--- config.mk ---
export PLATFORM = sky130hd
export DESIGN_NAME = nearest_location_lookup_core
export DESIGN_NICKNAME = d
export VERILOG_FILES = /design/src/rtl/nll_pkg.sv /design/src/rtl/nll_ram.sv /design/src/rtl/nll_dist.sv /design/src/rtl/nearest_location_lookup_core.sv
export SDC_FILE = /design/constraint.sdc
export NUM_CORES = 2
export LEC_CHECK = 0
export BUFFER_PORTS_ARGS = -buffer_cell sky130_fd_sc_hd__buf_2
export CORE_MARGIN = 2
export CORE_UTILIZATION = 30
export CTS_CLUSTER_SIZE = 16
export DETAILED_ROUTE_END_ITERATION = 10
export PLACE_DENSITY_LB_ADDON = 0.25
export SLEW_MARGIN = 20
export SYNTH_ARGS = -nofsm -noshare
export SYNTH_HDL_FRONTEND = slang
export SYNTH_SLANG_ARGS = --single-unit
--- constraint.sdc ---
create_clock -name clk -period 6.95 [get_ports clk]
set_clock_uncertainty 0.1 [all_clocks]
set_input_delay 0.3475 -clock clk [delete_from_list [all_inputs] [get_ports clk]]
set_output_delay 0.3475 -clock clk [all_outputs]
set_load 0.05 [all_outputs]
--- src/rtl/nll_pkg.sv ---
// nll_pkg: shared types and constants for the nearest location lookup block.
// Used by nll_dist and nearest_location_lookup_core; no dependencies.
`timescale 1ns / 1ps
package nll_pkg;

	// command codes
	localparam logic [1:0] CMD_CLEAR  = 2'd0;
	localparam logic [1:0] CMD_APPEND = 2'd1;
	localparam logic [1:0] CMD_QUERY  = 2'd2;

	// status codes
	localparam logic [1:0] STAT_OK   = 2'd0;
	localparam logic [1:0] STAT_FULL = 2'd1;
	localparam logic [1:0] STAT_NONE = 2'd2;

	localparam int COORD_W = 16;
	localparam int LABEL_W = 16;
	localparam int COUNT_W = 7;
	localparam int SQ_W    = 2 * COORD_W;
	localparam int DIST_W  = SQ_W + 1;
	localparam int BEST_W  = 20;
	localparam logic [BEST_W-1:0] RANGE_SQ = BEST_W'(1000000);

	typedef struct packed {
		logic [1:0]                cmd;
		logic signed [COORD_W-1:0] pos_x;
		logic signed [COORD_W-1:0] pos_y;
		logic [LABEL_W-1:0]        label_in;
	} req_t;

	typedef struct packed {
		logic [1:0]         status;
		logic [LABEL_W-1:0] label_out;
		logic [COUNT_W-1:0] entry_count;
	} rsp_t;

	// one stored table entry
	typedef struct packed {
		logic signed [COORD_W-1:0] x;
		logic signed [COORD_W-1:0] y;
		logic [LABEL_W-1:0]        label;
	} entry_t;

	// distance pipeline output toward the compare logic
	typedef struct packed {
		logic               busy;
		logic               valid;
		logic [DIST_W-1:0]  dist_sq;
		logic [LABEL_W-1:0] label;
	} dist_res_t;

endpackage

--- src/rtl/nll_ram.sv ---
// nll_ram: generic single-write, single-read synchronous RAM, registered read.
// No dependencies.
`timescale 1ns / 1ps
module nll_ram #(
	parameter int WIDTH = 48,
	parameter int DEPTH = 64,
	localparam int AW = (DEPTH > 1) ? $clog2(DEPTH) : 1
) (
	input  logic             clk,
	input  logic             we,
	input  logic [AW-1:0]    waddr,
	input  logic [WIDTH-1:0] wdata,
	input  logic [AW-1:0]    raddr,
	output logic [WIDTH-1:0] rdata
);

	logic [WIDTH-1:0] mem [DEPTH];
	logic [WIDTH-1:0] rdata_q;

	always_ff @(posedge clk) begin
		if (we) begin
			mem[waddr] <= wdata;
		end
		rdata_q <= mem[raddr];
	end

	assign rdata = rdata_q;

endmodule

--- src/rtl/nll_dist.sv ---
// nll_dist: three-stage squared distance pipeline (abs diff, square, sum).
// Depends on nll_pkg.
`timescale 1ns / 1ps
module nll_dist import nll_pkg::*; (
	input  logic                      clk,
	input  logic                      arst_n,
	input  logic                      valid,
	input  entry_t                    point,
	input  logic signed [COORD_W-1:0] qx,
	input  logic signed [COORD_W-1:0] qy,
	output dist_res_t                 res
);

	logic signed [COORD_W:0] dx, dy;
	logic [COORD_W:0]        dx_abs, dy_abs;

	logic               v_s1, v_s2, v_s3;
	logic [COORD_W-1:0] ax_s1, ay_s1;
	logic [LABEL_W-1:0] label_s1, label_s2, label_s3;
	logic [SQ_W-1:0]    sqx_s2, sqy_s2;
	logic [DIST_W-1:0]  dist_s3;

	always_comb begin
		dx = {point.x[COORD_W-1], point.x} - {qx[COORD_W-1], qx};
		dy = {point.y[COORD_W-1], point.y} - {qy[COORD_W-1], qy};
		dx_abs = dx[COORD_W] ? (COORD_W+1)'(-dx) : (COORD_W+1)'(dx);
		dy_abs = dy[COORD_W] ? (COORD_W+1)'(-dy) : (COORD_W+1)'(dy);
	end

	always_ff @(posedge clk or negedge arst_n) begin
		if (!arst_n) begin
			v_s1 <= 1'b0;
			v_s2 <= 1'b0;
			v_s3 <= 1'b0;
		end else begin
			v_s1 <= valid;
			v_s2 <= v_s1;
			v_s3 <= v_s2;
		end
	end

	always_ff @(posedge clk) begin
		ax_s1    <= dx_abs[COORD_W-1:0];
		ay_s1    <= dy_abs[COORD_W-1:0];
		label_s1 <= point.label;
		sqx_s2   <= ax_s1 * ax_s1;
		sqy_s2   <= ay_s1 * ay_s1;
		label_s2 <= label_s1;
		dist_s3  <= {1'b0, sqx_s2} + {1'b0, sqy_s2};
		label_s3 <= label_s2;
	end

	always_comb begin
		res.busy    = v_s1 | v_s2 | v_s3;
		res.valid   = v_s3;
		res.dist_sq = dist_s3;
		res.label   = label_s3;
	end

endmodule

--- src/rtl/nearest_location_lookup_core.sv ---
// nearest_location_lookup_core: top level, command sequencer, table RAM and scan.
// Depends on nll_pkg, nll_ram, nll_dist.
//
//  channel | dir | handshake        | payload
//  req     | in  | req_valid/stall  | req_t  (cmd, pos_x, pos_y, label_in)
//  rsp     | out | rsp_valid/stall  | rsp_t  (status, label_out, entry_count)
//
// Clear, append and unused codes load their result into the output register on accept.
// A query reads one table entry per cycle from the RAM port; each entry passes
// through nll_dist to the compare, then S_DONE loads the result into the output register.
// One item is in work at a time; req_stall is high while a query runs or the output is held.
// arst_n clears the entry count; table contents are left as they were.
`timescale 1ns / 1ps
module nearest_location_lookup_core import nll_pkg::*; #(
	parameter int TABLE_DEPTH = 64
) (
	input  logic clk,
	input  logic arst_n,
	input  logic req_valid,
	output logic req_stall,
	input  req_t req,
	output logic rsp_valid,
	input  logic rsp_stall,
	output rsp_t rsp
);

	localparam int AW    = (TABLE_DEPTH > 1) ? $clog2(TABLE_DEPTH) : 1;
	localparam int CNT_W = $clog2(TABLE_DEPTH + 1);
	localparam logic [CNT_W-1:0] CNT_FULL = CNT_W'(TABLE_DEPTH);

	localparam logic [1:0] S_IDLE = 2'd0;
	localparam logic [1:0] S_SCAN = 2'd1;
	localparam logic [1:0] S_DONE = 2'd2;

	logic [1:0]       state_q;
	logic [CNT_W-1:0] cnt_q;
	logic [CNT_W-1:0] issue_q;
	logic             rd_v_q;
	logic             found_q;
	logic [BEST_W-1:0]  best_q;
	logic [LABEL_W-1:0] best_label_q;
	logic signed [COORD_W-1:0] qx_q, qy_q;

	logic       rsp_valid_q;
	rsp_t       rsp_q;
	logic       rsp_load;
	rsp_t       rsp_next;
	logic       accept;
	logic       full;
	logic       issue;
	logic       scan_end;
	logic       ram_we;
	entry_t     wentry, rentry;
	dist_res_t  dres;
	logic [$bits(entry_t)-1:0] ram_rdata;

	assign full      = (cnt_q == CNT_FULL);
	assign req_stall = (state_q != S_IDLE) || (rsp_valid_q && rsp_stall);
	assign accept    = req_valid && !req_stall;
	assign issue     = (state_q == S_SCAN) && (issue_q != cnt_q);
	assign scan_end  = (state_q == S_SCAN) && (issue_q == cnt_q) && !rd_v_q && !dres.busy;
	assign ram_we    = accept && (req.cmd == CMD_APPEND) && !full;

	always_comb begin
		wentry.x     = req.pos_x;
		wentry.y     = req.pos_y;
		wentry.label = req.label_in;
	end

	nll_ram #(
		.WIDTH($bits(entry_t)),
		.DEPTH(TABLE_DEPTH)
	) u_table (
		.clk  (clk),
		.we   (ram_we),
		.waddr(cnt_q[AW-1:0]),
		.wdata(wentry),
		.raddr(issue_q[AW-1:0]),
		.rdata(ram_rdata)
	);

	assign rentry = entry_t'(ram_rdata);

	nll_dist u_dist (
		.clk   (clk),
		.arst_n(arst_n),
		.valid (rd_v_q),
		.point (rentry),
		.qx    (qx_q),
		.qy    (qy_q),
		.res   (dres)
	);

	// response select
	always_comb begin
		rsp_load = 1'b0;
		rsp_next.status      = STAT_OK;
		rsp_next.label_out   = '0;
		rsp_next.entry_count = COUNT_W'(cnt_q);
		if (accept) begin
			case (req.cmd)
				CMD_CLEAR: begin
					rsp_load = 1'b1;
					rsp_next.entry_count = '0;
				end
				CMD_APPEND: begin
					rsp_load = 1'b1;
					if (full) begin
						rsp_next.status = STAT_FULL;
					end else begin
						rsp_next.entry_count = COUNT_W'(cnt_q + 1'b1);
					end
				end
				CMD_QUERY: begin
					rsp_load = 1'b0;
				end
				default: begin
					rsp_load = 1'b1;
				end
			endcase
		end else if (state_q == S_DONE && (!rsp_valid_q || !rsp_stall)) begin
			rsp_load = 1'b1;
			if (found_q) begin
				rsp_next.label_out = best_label_q;
			end else begin
				rsp_next.status = STAT_NONE;
			end
		end
	end

	always_ff @(posedge clk or negedge arst_n) begin
		if (!arst_n) begin
			state_q     <= S_IDLE;
			cnt_q       <= '0;
			issue_q     <= '0;
			rd_v_q      <= 1'b0;
			found_q     <= 1'b0;
			rsp_valid_q <= 1'b0;
		end else begin
			rd_v_q <= issue;
			if (rsp_load) begin
				rsp_valid_q <= 1'b1;
			end else if (rsp_valid_q && !rsp_stall) begin
				rsp_valid_q <= 1'b0;
			end
			case (state_q)
				S_IDLE: begin
					if (accept) begin
						case (req.cmd)
							CMD_CLEAR: begin
								cnt_q <= '0;
							end
							CMD_APPEND: begin
								if (!full) begin
									cnt_q <= cnt_q + 1'b1;
								end
							end
							CMD_QUERY: begin
								state_q <= S_SCAN;
								issue_q <= '0;
								found_q <= 1'b0;
							end
							default: begin
							end
						endcase
					end
				end
				S_SCAN: begin
					if (issue) begin
						issue_q <= issue_q + 1'b1;
					end
					if (dres.valid && dres.dist_sq < DIST_W'(best_q)) begin
						found_q <= 1'b1;
					end
					if (scan_end) begin
						state_q <= S_DONE;
					end
				end
				S_DONE: begin
					if (rsp_load) begin
						state_q <= S_IDLE;
					end
				end
				default: begin
					state_q <= S_IDLE;
				end
			endcase
		end
	end

	// query point and running best; strict compare keeps the earlier entry on a tie
	always_ff @(posedge clk) begin
		if (accept && req.cmd == CMD_QUERY) begin
			qx_q   <= req.pos_x;
			qy_q   <= req.pos_y;
			best_q <= RANGE_SQ;
		end else if (state_q == S_SCAN && dres.valid && dres.dist_sq < DIST_W'(best_q)) begin
			best_q       <= dres.dist_sq[BEST_W-1:0];
			best_label_q <= dres.label;
		end
		if (rsp_load) begin
			rsp_q <= rsp_next;
		end
	end

	assign rsp_valid = rsp_valid_q;
	assign rsp       = rsp_q;

endmodule

# After elaboration in Yosys (flattened, before gate mapping)

Memory sizes are Yosys's and may differ from the RTL's. A register that Yosys moved wholly into a read port is not among the register bits.
Cells that the tools add are included.

Bits of input ports: 54
Word-level logic and storage cells: 116
Memories kept: 1
Bits in read-only memories: 0
Memory bits (writable): 3072
Register bits after elaboration: 292
Bits in latches: 0
Output and inout bits: 27

Memories:

| memory      | depth | width | rd ports | clocked after Yosys merged registers in | write ports | RTL line      | source |
|---|---|---|---|---|---|---|---|
| u_table.mem | 64    | 48    | 1        | 1                                       | 1           | nll_ram.sv:17 | `logic [WIDTH-1:0] mem [DEPTH];` |

$mul: 2
Divide/modulo/power cells: 0
Order comparisons: 1
Equality and inequality tests: 13
Add/sub/neg operators: 7
Shifts and indexed selects: 0
Reduce and logical (&&, ||, !) cells: 32
Multiplexer cells: 31
Bitwise gates (word level): 5

Operator list:

| kind                                                            | number |
|---|---|
| 16-bit by 16-bit multiplier with 32-bit output                  | 2 |
| 16-bit two-way mux                                              | 3 |
| 7-bit two-way mux                                               | 5 |
| 16-bit by 16-bit subtractor with 17-bit output                  | 2 |
| 32-bit by 32-bit adder with 33-bit output                       | 1 |
| 33-bit by 20-bit < comparator with 1-bit output                 | 1 |
| 16-bit negation                                                 | 2 |
| 7-bit one-hot mux with 2 select lines                           | 2 |
| 18-bit two-way mux                                              | 1 |
| 7-bit by 1-bit adder with 7-bit output, second input constant   | 2 |
| 1-bit logical AND                                               | 14 |
| 1-bit two-way mux                                               | 12 |
| 2-bit two-way mux                                               | 6 |
| 4-bit AND reduction                                             | 3 |
| 2-bit != test, second input constant                            | 5 |
| 7-bit == test                                                   | 1 |
| 7-bit == test, second input constant                            | 1 |
| 7-bit != test                                                   | 1 |
| 1-bit zero test                                                 | 6 |
| 2-bit one-hot mux with 3 select lines                           | 1 |
| 2-bit nonzero test                                              | 3 |
| 2-bit by 1-bit == test with 1-bit output, second input constant | 2 |
| 2-bit == test, second input constant                            | 2 |
| 2-bit zero test                                                 | 2 |
| other kinds (7)                                                 | 11 |

# Longest topological paths before layout

Depth after elaboration: 8
Depth in mapped cells: 25
Gate-level depth less buffers: 24

# Modules after synthesis

A second synthesis with hierarchy kept.

Cell total of the unflattened synthesis: 7703
Area, all modules: 143461.3 µm²

By module, submodules not included:

| module                       | instances | area an instance (µm²) | cells an instance | seq. area each (µm²) |
|---|---|---|---|---|
| nll_ram                      | 1         | 117117.3               | 4970              | 93209.4 |
| nll_dist                     | 1         | 21585.7                | 2355              | 3578.4 |
| nearest_location_lookup_core | 1         | 4758.3                 | 378               | 3067.9 |

# Worst setup path after synthesis

OpenSTA, ideal clock, no wires.

Path kind: register -> register
Start: register u_dist.ay_s1[9]
End: register u_dist.sqy_s2[25]
Data arrival time: 6.027 ns
Data required time: 6.744 ns
Setup time: 0.106 ns
Path buffers: 1
Path slack: 0.717 ns
Cell stages (with the launch flop): 25
Clock period less this slack: 6.233 ns
Cell sequence: dfxtp_1 clkbuf_1 and2_1 inv_1 fa_1 inv_1 fa_1 inv_1 fa_1 inv_1 fa_1 fa_1 inv_1 fa_1 inv_1 ha_1 a21o_1 nor2_1 nand2_1 a21oi_1 nor2_1 o211a_1 o31ai_1 or4b_2 o311ai_0

Cells in the longest elaborated chain, start to end: 1

RTL lines:

| item                                           | RTL line       | source |
|---|---|---|
| start: declaration                             | nll_dist.sv:18 | `logic [COORD_W-1:0] ax_s1, ay_s1;` |
| start signal: assignment                       | nll_dist.sv:44 | `ay_s1 <= dy_abs[COORD_W-1:0];` |
| 16-bit by 16-bit multiplier with 32-bit output | nll_dist.sv:47 | `sqy_s2 <= ay_s1 * ay_s1;` |
| end signal: assignment                         | nll_dist.sv:47 |  |
| end: declaration                               | nll_dist.sv:20 | `logic [SQ_W-1:0] sqx_s2, sqy_s2;` |

No other way between the ends.
A chain may end at the register's enable or synchronous reset.

# Worst setup path in the final report

Start: register u_dist.ay_s1[10]
End: register u_dist.sqy_s2[25]

Same word-level chain as after synthesis.

==> flow_metrics.py <==
metrics = {
    "status": {
        "outcome": "complete, no violations",
    },
    "clock_tree": {
        "cts_sinks": 3410,
        "cts_tree": "built",
        "cts-root-buf": "clkbuf_16",
        "worst_skew_pair.late_latency_ps": 970,
        "cts_made_buffers": 369,
        "htreeDepth": 5,
        "post_cts_setup_buffer_count": 0,
        "worst_setup_hold_path_clk_slew_ps": 60,
        "cts_max_path_buffers": 4,
    },
    "timing": {
        "final.period_utilization_pct": 94.2,
        "final_max_slew_viol_count": 0,
        "clock.fmax_ghz": 0.153,
        "setup_viol": 0,
        "timing.final.crit_period_ps": 6550,
        "setup-tns-final_ps": 0,
        "hold_violations": 0,
        "slew_headroom_pct": 18.8,
        "rsz0062_at_grt": "false",
        "worst-slew-pin-transition_ps": 1220,
    },
    "die": {
        "fp.coreArea_um2": 478000,
        "design.die.area_um2": 484000,
        "ios": 81,
        "chipWidth_um": 696,
        "start_util_pct": 30.1,
        "rows": 254,
        "fp.dieH_um": 696,
    },
    "synthesis": {
        "async_flop_share_pct": 0.645,
        "netlist.top_cell.by_area": "edfxtp_1",
        "synth.cells.most_frequent": "edfxtp_1 (3145), mux4_2 (1008), inv_1 (601)",
        "yosys.area.top_type_share_pct": 65.8,
        "netlist_instances": 7211,
        "ys_seq_elements": 3410,
        "post-synth-top-count-cell": "edfxtp_1",
        "synthTopCellsByArea": "edfxtp_1 (66%), mux4_2 (16%), fa_1 (4.6%)",
        "syn-num-nets": 7882,
        "synthesis.area_um2": 144000,
        "synth_enable_flop_cells": 3145,
        "cell_variety_after_synth": 81,
        "avgSynthCellArea_um2": 19.9,
        "synth_seq_area_share_pct": 69.5,
        "most_used_flip_flop_cell_after_synthesis": "edfxtp_1",
        "yosys_warnings": 0,
    },
    "grt": {
        "grt_max_degree": 97,
        "grt_overflow_total": 0,
        "grt_first_pass_wirelength_mm": 573,
        "antenna_found_initial": 18,
        "gr-usage-all-layers_pct": 16.6,
        "via_count_of_the_first_global_routing_pass": 74529,
    },
    "critical_path": {
        "worst-path-max-fanout": 14,
        "r2r_slack_ps": 400,
        "criticalPathCategory": "register to register",
        "setup.worst_path.end": "u_dist.sqy_s2[25]",
        "timing.critical_path.from_type": "register",
        "r2r-start": "u_dist.ay_s1[10]",
        "setup.worst_path.end_class": "register",
        "worst_reg2reg_path_length_in_cells": 20,
        "cp_data_arrival_time_ps": 7290,
        "required_ps": 7690,
        "worstSetupStartpoint": "u_dist.ay_s1[10]",
        "regToRegEndpoint": "u_dist.sqy_s2[25]",
    },
    "routing": {
        "drc_violation_count_after_routing": 0,
        "routed_via_density": 4.99,
        "route.detailed.wl_per_inst_um": 28.3,
        "drtIter0Drc": 7378,
        "route.final.wire_length_mm": 406,
        "final_antenna_net_count": 0,
        "detailedRoute.firstPassIterationCount": 7,
        "routed-via-count": 71521,
    },
    "final_layout": {
        "fill_cells": 44394,
        "num-nets-final": 8290,
        "drive_above_1_share_pct": 24.3,
        "area.growth.synth_to_final_pct": 16.0,
    },
    "min_path": {
        "origin_of_the_worst_min_delay_path": "req[44]",
        "worst_hold_path_type": "input port to register",
    },
    "placement": {
        "place.detailed.hpwl_mm": 227,
        "globalplace.congestion": 0.795,
        "port_buffers": 80,
    },
    "job": {
        "timing.max_cap.violations": 0,
    },
}
through the flow:
step / util [%] / cells / cell area (um2) / setup slack, ps / hold WS [ps]
finish: 34.9 / 14341 / 167000 / 403 / 69.1
global route: 34.9 / 14336 / 167000 / 12.2 / 94.4
CTS: 34.8 / 14306 / 166000 / 361 / 0.406
detailed placement: 32.2 / 13588 / 154000 / 345 / 212
global placement: 32.2 / 13582 / 154000 / 384 / 216
floorplan: - / 7211 / 144000 / 717 / -48.1
logic make-up (layout without fill, tap and decap cells):
family	Yosys count	in the layout	share of synthesized area, %
xor gates and xnor gates	149	149	0.909
adders and majority gates	617	617	7.08
and+or+nand+nor	736	736	2.44
AOI/OAI and AO/OA	364	364	1.67
muxes	1035	1035	16.0
buffers and inverters	900	1624	2.36
DFF	3410	3410	69.5
other	0	6	0
per-layer routing:
layer | GRT usage, % | vias up | part of all wire [%]
met5 | 0 | - | 0
met2 | 28.0 | 2252 | 49
met1 | 22.6 | 39464 | 43
li1 | - | 29299 | -
met3 | 2.35 | 506 | 5.6
met4 | 3.89 | 0 | 2.3
area by class of cell:
| type | instances | area, um2 | share of cell area, % |
|---|---|---|---|
| Timing Repair Buffer | 335 | 3600 | 2.16 |
| Tap cell | 6400 | 8010 | 4.81 |
| Sequential cell | 3410 | 99900 | 60.0 |
| Antenna cell | 6 | 15.0 | 0.00901 |
| Clock inverter | 213 | 1930 | 1.16 |
| Clock buffer | 474 | 9990 | 6.00 |
| Inverter | 602 | 2260 | 1.36 |
| Multi-Input combinational cell | 2901 | 40900 | 24.5 |
critical path, cell delays in order (launching register included):
cell and delay [ps]:
dfxtp_1 680, nand2_1 160, fa_1 560, fa_1 550, inv_1 50, fa_1 420
fa_1 510, fa_1 550, inv_1 50, fa_1 480, inv_1 40, ha_1 340
a21o_1 200, nor2_1 140, nand2_1 70, a21oi_1 180, nor2_1 100, o211a_1 280
o31ai_1 270, or4b_2 600, o311ai_0 110
registers in the layout, summed over array words and instances, names as in the netlist, 2 cells and up:
register	count
rsp	25
best_q	20
u_table.rdata	48
issue_q	7
u_dist.label_s1	16
best_label_q	16
qx_q	16
u_dist.sqx_s2	31
u_dist.sqy_s2	31
u_dist.label_s2	16
state_q	2
u_dist.ax_s1	16
u_table.mem	3072
cnt_q	7
u_dist.label_s3	16
u_dist.dist_s3	33
qy_q	16
u_dist.ay_s1	16
worst min-delay path by stage:
stage	slack (ps)	endpoint	cells past startpoint
after floorplan	-50	cnt_q[0]	0
after global placement	220	u_dist.label_s1[10]	0
after detailed placement	210	u_dist.label_s1[6]	0
after CTS	0.4	u_table.mem[3][29]	1
after global routing	90	u_table.mem[8][29]	1
final	70	u_table.mem[24][44]	1
what timing repair did:
item,CTS,global route
endpoints found under the hold margin,994,1650
gates resized for setup,0,1
hold buffers,31,26
endpoints found under the setup margin,0,1
placed cells by master, fill, tap and decap left out, drive strengths merged, types with 14 or more instances in the layout:
cell,n
clkinv,159
inv,618
ha,290
bufinv,28
nand3,29
nor2,217
nand4,17
mux4,1008
a21oi,99
and3,15
buf,279
nand2b,19
nor2b,21
dfrtp,22
nor3,31
nand2,226
o21a,24
edfxtp,3145
fa,327
clkbuf,474
dlygate4sd3,56
and2,101
o21ai,66
o21bai,14
mux2i,21
a21o,47
xnor2,101
xor2,48
a31oi,27
dfxtp,243
Power is not shown: default switching activity piles up to over one toggle a cycle in this logic, so the estimate is an artifact.
